<file path="config.mk">
export PLATFORM = sky130hd
export DESIGN_NAME = hfe_ctrl
export DESIGN_NICKNAME = d
export VERILOG_FILES = /design/src/hw/rtl/hfe_pkg.sv /design/src/hw/rtl/hfe_ctrl.sv
export SDC_FILE = /design/constraint.sdc
export NUM_CORES = 1
export LEC_CHECK = 0
export ABC_AREA = 0
export BUFFER_PORTS_ARGS = -buffer_cell sky130_fd_sc_hd__buf_2
export CORE_AREA = 3 3 40 42
export DETAILED_ROUTE_END_ITERATION = 12
export DIE_AREA = 0 0 43 45
export PLACE_DENSITY = 0.66
export SLEW_MARGIN = 15
export SYNTH_ARGS = -nofsm -noshare
export SYNTH_HDL_FRONTEND = slang
export SYNTH_SLANG_ARGS = --single-unit
</file>
<file path="constraint.sdc">
create_clock -name i_clk -period 2.3 [get_ports i_clk]
set_input_delay 0.345 -clock i_clk [delete_from_list [all_inputs] [get_ports i_clk]]
set_output_delay 0.345 -clock i_clk [all_outputs]
set_load 0.03 [all_outputs]
</file>
<file path="src/hw/rtl/hfe_pkg.sv">
// ----------------------------------------------------------------------------
// Haar feature evaluator package
// Types, codes and fixed widths shared by the controller, datapath and checker.
// ----------------------------------------------------------------------------
package hfe_pkg;

    // Fixed field widths.
    localparam int MODE_W   = 3;
    localparam int COORD_W  = 5;
    localparam int VALUE_W  = 24;
    localparam int RESULT_W = 27;
    localparam int ACC_W    = 32;

    // Reciprocal of three for small widths: floor(x / 3) == (x * 171) >> 9.
    localparam int RECIP3_MUL = 171;
    localparam int RECIP3_W   = 8;
    localparam int RECIP3_SH  = 9;

    // Saturation bounds of the result, held at accumulator width.
    localparam logic signed [ACC_W-1:0] ACC_RES_MAX =
        ACC_W'((64'sd1 <<< (RESULT_W - 1)) - 64'sd1);
    localparam logic signed [ACC_W-1:0] ACC_RES_MIN = -ACC_RES_MAX - ACC_W'(1);

    // Request codes.
    typedef enum logic [MODE_W-1:0] {
        MODE_LOAD       = 3'd0,
        MODE_RECT       = 3'd1,
        MODE_ROW_HALVES = 3'd2,
        MODE_COL_HALVES = 3'd3,
        MODE_COL_THIRDS = 3'd4,
        MODE_QUADS      = 3'd5
    } t_mode;

    // Controller states.
    typedef enum logic [1:0] {
        S_IDLE,
        S_RUN,
        S_DRAIN,
        S_DONE
    } t_state;

    // Corner weight along one axis: sign and a factor of two.
    typedef struct packed {
        logic neg;
        logic dbl;
    } t_wt;

    localparam t_wt W_POS  = '{neg: 1'b0, dbl: 1'b0};
    localparam t_wt W_NEG  = '{neg: 1'b1, dbl: 1'b0};
    localparam t_wt W_POS2 = '{neg: 1'b0, dbl: 1'b1};
    localparam t_wt W_NEG2 = '{neg: 1'b1, dbl: 1'b1};

    // Controller to datapath.
    typedef struct packed {
        logic       accept;
        logic       issue;
        logic       out_load;
        logic [1:0] row_sel;
        logic [1:0] col_sel;
    } t_hfe_cmd;

    // Datapath to controller.
    typedef struct packed {
        logic       is_load;
        logic       is_bad;
        logic [1:0] row_max;
        logic [1:0] col_max;
    } t_hfe_status;

endpackage

</file>
<file path="src/hw/rtl/hfe_ctrl.sv">
// ----------------------------------------------------------------------------
// Haar feature evaluator controller
// Handshakes, corner sequencing over the single-port store, output valid.
// ----------------------------------------------------------------------------
module hfe_ctrl
    import hfe_pkg::*;
(
    input  logic        i_clk,
    input  logic        i_rst_n,
    input  logic        i_in_valid,
    output logic        o_in_ready,
    output logic        o_out_valid,
    input  logic        i_out_ready,
    input  t_hfe_status i_status,
    output t_hfe_cmd    o_cmd
);

    t_state     r_state, n_state;
    logic [1:0] r_row_sel, n_row_sel;
    logic [1:0] r_col_sel, n_col_sel;
    logic       r_out_valid, n_out_valid;

    // State and counter registers.
    always_ff @(posedge i_clk) begin
        if (!i_rst_n) begin
            r_state     <= S_IDLE;
            r_row_sel   <= 2'd0;
            r_col_sel   <= 2'd0;
            r_out_valid <= 1'b0;
        end else begin
            r_state     <= n_state;
            r_row_sel   <= n_row_sel;
            r_col_sel   <= n_col_sel;
            r_out_valid <= n_out_valid;
        end
    end

    // Next state and commands.
    always_comb begin
        n_state        = r_state;
        n_row_sel      = r_row_sel;
        n_col_sel      = r_col_sel;
        o_in_ready     = 1'b0;
        o_cmd.accept   = 1'b0;
        o_cmd.issue    = 1'b0;
        o_cmd.out_load = 1'b0;
        o_cmd.row_sel  = r_row_sel;
        o_cmd.col_sel  = r_col_sel;
        case (r_state)
            S_IDLE: begin
                o_in_ready = 1'b1;
                if (i_in_valid) begin
                    o_cmd.accept = 1'b1;
                    n_row_sel    = 2'd0;
                    n_col_sel    = 2'd0;
                    if (i_status.is_load) begin
                        n_state = S_IDLE;
                    end else if (i_status.is_bad) begin
                        n_state = S_DONE;
                    end else begin
                        n_state = S_RUN;
                    end
                end
            end
            S_RUN: begin
                o_cmd.issue = 1'b1;
                if (r_col_sel == i_status.col_max) begin
                    n_col_sel = 2'd0;
                    if (r_row_sel == i_status.row_max) begin
                        n_state = S_DRAIN;
                    end else begin
                        n_row_sel = r_row_sel + 2'd1;
                    end
                end else begin
                    n_col_sel = r_col_sel + 2'd1;
                end
            end
            S_DRAIN: begin
                n_state = S_DONE;
            end
            S_DONE: begin
                if (!r_out_valid || i_out_ready) begin
                    o_cmd.out_load = 1'b1;
                    n_state        = S_IDLE;
                end
            end
            default: begin
                n_state = S_IDLE;
            end
        endcase
    end

    // Output valid: set on load, cleared when the word is taken.
    always_comb begin
        if (o_cmd.out_load) begin
            n_out_valid = 1'b1;
        end else if (i_out_ready) begin
            n_out_valid = 1'b0;
        end else begin
            n_out_valid = r_out_valid;
        end
    end

    assign o_out_valid = r_out_valid;

endmodule

</file>
Word level (Yosys, flattened, before mapping)
Index checks and enable logic that the tools add are counted.

word-level totals
  bits in latches = 0
  bits in writable memories = 0
  word-level logic and storage cells = 45
  input bits = 10
  ROM bits = 0
  register bits after elaboration = 7
  output and inout port bits = 9
  memories kept = 0

operators by class
  order comparisons = 0
  reductions and logical operators = 8
  multipliers = 0
  add/sub/neg operators = 2
  shift-type cells = 0
  eq/ne operators = 10
  bitwise logic cells = 0
  muxes and demuxes = 21
  div/mod/pow operators = 0

operators with widths
  kind                                                  number
  2-to-1 mux 2 bit                                      10
  != test 2 bit (second input constant)                 5
  2-to-1 mux 1 bit                                      8
  one-hot mux 2 bit (2 select lines)                    2
  one-hot mux 2 bit (4 select lines)                    1
  AND reduction 4 bit                                   2
  adder 2 x 1 -> 2 bit (second input constant)          2
  equality test 2 bit                                   2
  equality test 2 bit (second input constant)           2
  nonzero test 2 bit                                    2
  equality test 2 x 1 -> 1 bit (second input constant)  1
  logical NOT 2 bit                                     1
  AND reduction 2 bit                                   1
  logical NOT 1 bit                                     1
  logical OR 1 bit                                      1

Longest topological paths before layout
  word-level depth = 5
  mapped depth = 7

Least setup slack after synthesis
Ideal clock, no wire load.

  path kind = reg2reg
  from = reg r_state[0]
  to = reg r_row_sel[1]
  buffers on the path = 1
  cell stages (with the launch flop) = 8
  clock period less this slack = 1.743 ns
  setup slack = 0.557 ns
  data arrival time = 1.625 ns
  cells stage by stage = dfxtp_1 inv_1 ha_1 buf_2 or2_1 o31a_1 and3_4 a32o_1

on the way
  longest elaborated chain between the ends = 3
  elaborated cells on any way between the ends = 8

RTL lines
  item                                                                         line            source
  start: declaration                                                           hfe_ctrl.sv:18  t_state r_state, n_state;
  start signal: assignment                                                     hfe_ctrl.sv:31  r_state <= n_state;
  equality test 2 x 1 -> 1 bit / logical NOT 2 bit (equally long branches)     hfe_ctrl.sv:49  case (r_state)
  != test 2 bit (no source line) / nonzero test 2 bit (equally long branches)  -
  AND reduction 4 bit (no source line)                                         -
  end signal: assignment                                                       hfe_ctrl.sv:32  r_row_sel <= n_row_sel;
  end: declaration                                                             hfe_ctrl.sv:19  logic [1:0] r_row_sel, n_row_sel;

Parallel ways exist; a longest one is shown, timed or not.
A chain may end at the register's enable or synchronous reset.

==> results.toml <==
[cts]
cts_sinks = 7
cts_tree = "done"
clock_latency_ps = 260
cts-root-buf = "clkbuf_4"
clk_pin_slew_ps = 50
htreeDepth = 1
cts-buffers-inserted = 3
post_cts_buffers = 0
cts_resized = 0
cts.path.max_buffers = 2
ctsHoldBuffers = 0

[route]
drc = 0
drtIter0Drc = 6
wl_per_cell_um = 10.6
via_per_inst = 4.92
ant_nets = 0
routed_wl_um = 1020
dr.pass1.iters = 4
routed-via-count = 472

[yosys]
yosysUniqueCellTypes = 29
synthTopCellsByArea = "dfxtp_1, ha_1, mux2i_1"
synth_top_family_by_area = "simple AND/OR/NAND/NOR gates"
synth_compound_area_share_pct = 16.0
yosysMostFrequentCell = "nand2_1"
synth_xor_area_share_pct = 6.80
synthArstFlopShare_pct = 0
yosys.area.top_type = "dfxtp_1"
synth_top_area_share_pct = 27.2
yosysWarnings = 0
synth_edf_count = 0
ys_seq_area_share_pct = 27.2
synth_ff_type = "dfxtp_1"
syn_area_um2 = 515
synth-adder-area-share_pct = 9.71
synthCells = 62
synth.top_cells.by_count = "nand2_1, dfxtp_1, inv_1"
synth_mux_area_share_pct = 7.77
synth_simple_gate_area_share_pct = 25.0
ys_seq_elements = 7
syn_nets = 76
avgSynthCellArea_um2 = 8.31

[sta]
worstMarginPinSlew_ps = 250
skew_ps = 1.34
hold_violations = 0
setup_viol = 0
max_freq_ghz = 0.578
min_period_ps = 1730
fin_crit_sh_pct = 75.2
finalMaxSlewViolations = 0
rsz0062_at_grt = "no"
setup_tns_ps = 0
max_slew_margin_pct = 82.8

[power_and_ir_drop]
ir_worst_vdd_v = 0.000364
p_comb_share_pct = 44.7
p_int_mw = 0.286
power_density_nw_per_um2 = 746
power_frac_seq_pct = 30.6
p_sw_mw = 0.187
cellLeakagePower_nw = 0.318
total_power_mw = 0.474
p_clk_share_pct = 24.7
p_sw_share_pct = 39.6

[global_route]
grt_overflow_total = 0
grt_pass1_wl_um = 1770
grt_pass1_vias = 407
grt_max_degree = 11
antenna_found_initial = 0
track_usage_pct = 12.6

[worst_setup_path]
cp-end-kind = "output pin"
cp_max_fo = 9
required_ps = 1960
critPathArrivalTime_ps = 1390
critPathKind = "flip-flop to output pin"
start_kind = "flip-flop"

[placement]
port_buffers = 18
place_congestion = 0.709
place_inst = 92
dpl.hpwl_um = 821

[floorplanning]
start_util_pct = 40.1
rows = 13
io_pins = 19
die_height_um = 45
dieArea_um2 = 1940
fp.dieW_um = 43
core-area_um2 = 1280

[cells_and_area]
syn2layout_area_growth_pct = 23.1
nNetsFinal = 96
layout-drive-gt1-share_pct = 29.6
final_cells = 96
final_util_pct = 49.4
diodes = 0

[job]
maxCapViolations = 0

[run_status]
status = "finished, final reports clean"

[hold_path]
hold_path_class = "primary input to flip-flop"
## cell usage in the layout (no fill, tap or decap)
cell type	synthesis	routed
o21ai_0	2	2
and2_1	2	2
dfxtp_1	7	7
o22ai_1	1	1
o31a_1	1	1
nand3b_1	2	2
inv_2	1	1
nor3b_1	1	1
a21boi_0	1	1
o21ai_2	1	1
inv_1	5	5
clkbuf_1	1	1
nor2b_1	4	4
nor3_1	1	1
o31ai_1	1	1
nand2b_1	1	1
xor2_1	4	4
nand4_1	1	1
ha_1	4	4
or2_1	1	1
nand2_1	9	9
clkbuf_4	0	3
buf_2	1	18
o21a_1	1	1
a32o_1	1	1
and3_4	1	1
o21bai_1	1	1
mux2i_1	4	4
o2111ai_1	1	1
## sequential cells by signal, summed over array words and instances (netlist names)
| signal | count |
|---|---|
| r_state | 2 |
| o_out_valid | 1 |
| r_row_sel | 2 |
| r_col_sel | 2 |
## path summary, 6_finish.rpt
kind / start / slack (ps) / cells past startpoint / end
worst max-delay path: r_state[0] / 570 / 4 / o_cmd[6]
worst min-delay path: i_status[5] / 390 / 4 / r_state[0]
worst max register to register: r_state[0] / 660 / 6 / r_row_sel[1]
worst min register to register: r_state[0] / 510 / 2 / r_state[0]
## power by group through the flow
stage / logic (mW) / registers (mW) / clock network [mW]
after detailed placement: 0.213 / 0.148 / 0
after CTS: 0.214 / 0.145 / 0.122
final: 0.212 / 0.145 / 0.117
after floorplan: 0.165 / 0.153 / 0
after global routing: 0.235 / 0.148 / 0.127
after global placement: 0.212 / 0.147 / 0
## critical path, cell delays in order, from the launching register on
cell and delay (ps):
dfxtp_1 340, inv_1 90, ha_1 320, and2_1 180
buf_2 190
## cells by family after synthesis
group / Yosys count
XOR/XNOR: 4
multiplexers: 4
AO/OA/AOI/OAI: 11
flip-flops: 7
adder cells (fa/ha/maj): 4
buffers and inverters: 9
AND/OR/NAND/NOR: 23
## layout make-up
cell class,count,area (um^2)
Fill cell,129,651
Multi-Input combinational cell,46,337
Sequential cell,7,140
Timing Repair Buffer,18,90.1
Clock buffer,4,26.3
Inverter,6,22.5
Tap cell,15,18.8
## metal layers
| layer | GRT usage (%) | vias up | wire [um] |
|---|---|---|---|
| met3 | 2.79 | 4 | 87 |
| met5 | 0 | - | 0 |
| li1 | - | 245 | - |
| met2 | 17.7 | 14 | 437 |
| met1 | 15.5 | 209 | 461 |
| met4 | 12.7 | 0 | 29 |
## through the flow
stage | area, um^2 | hold slack [ps] | setup slack (ps)
finish | 634 | 394 | 570
global route | 634 | 410 | 469
CTS | 634 | 392 | 558
detailed placement | 608 | 505 | 679
global placement | 608 | 485 | 728
floorplan | 515 | 471 | 557
No activity file was read; power rests on OpenSTA's default activity.
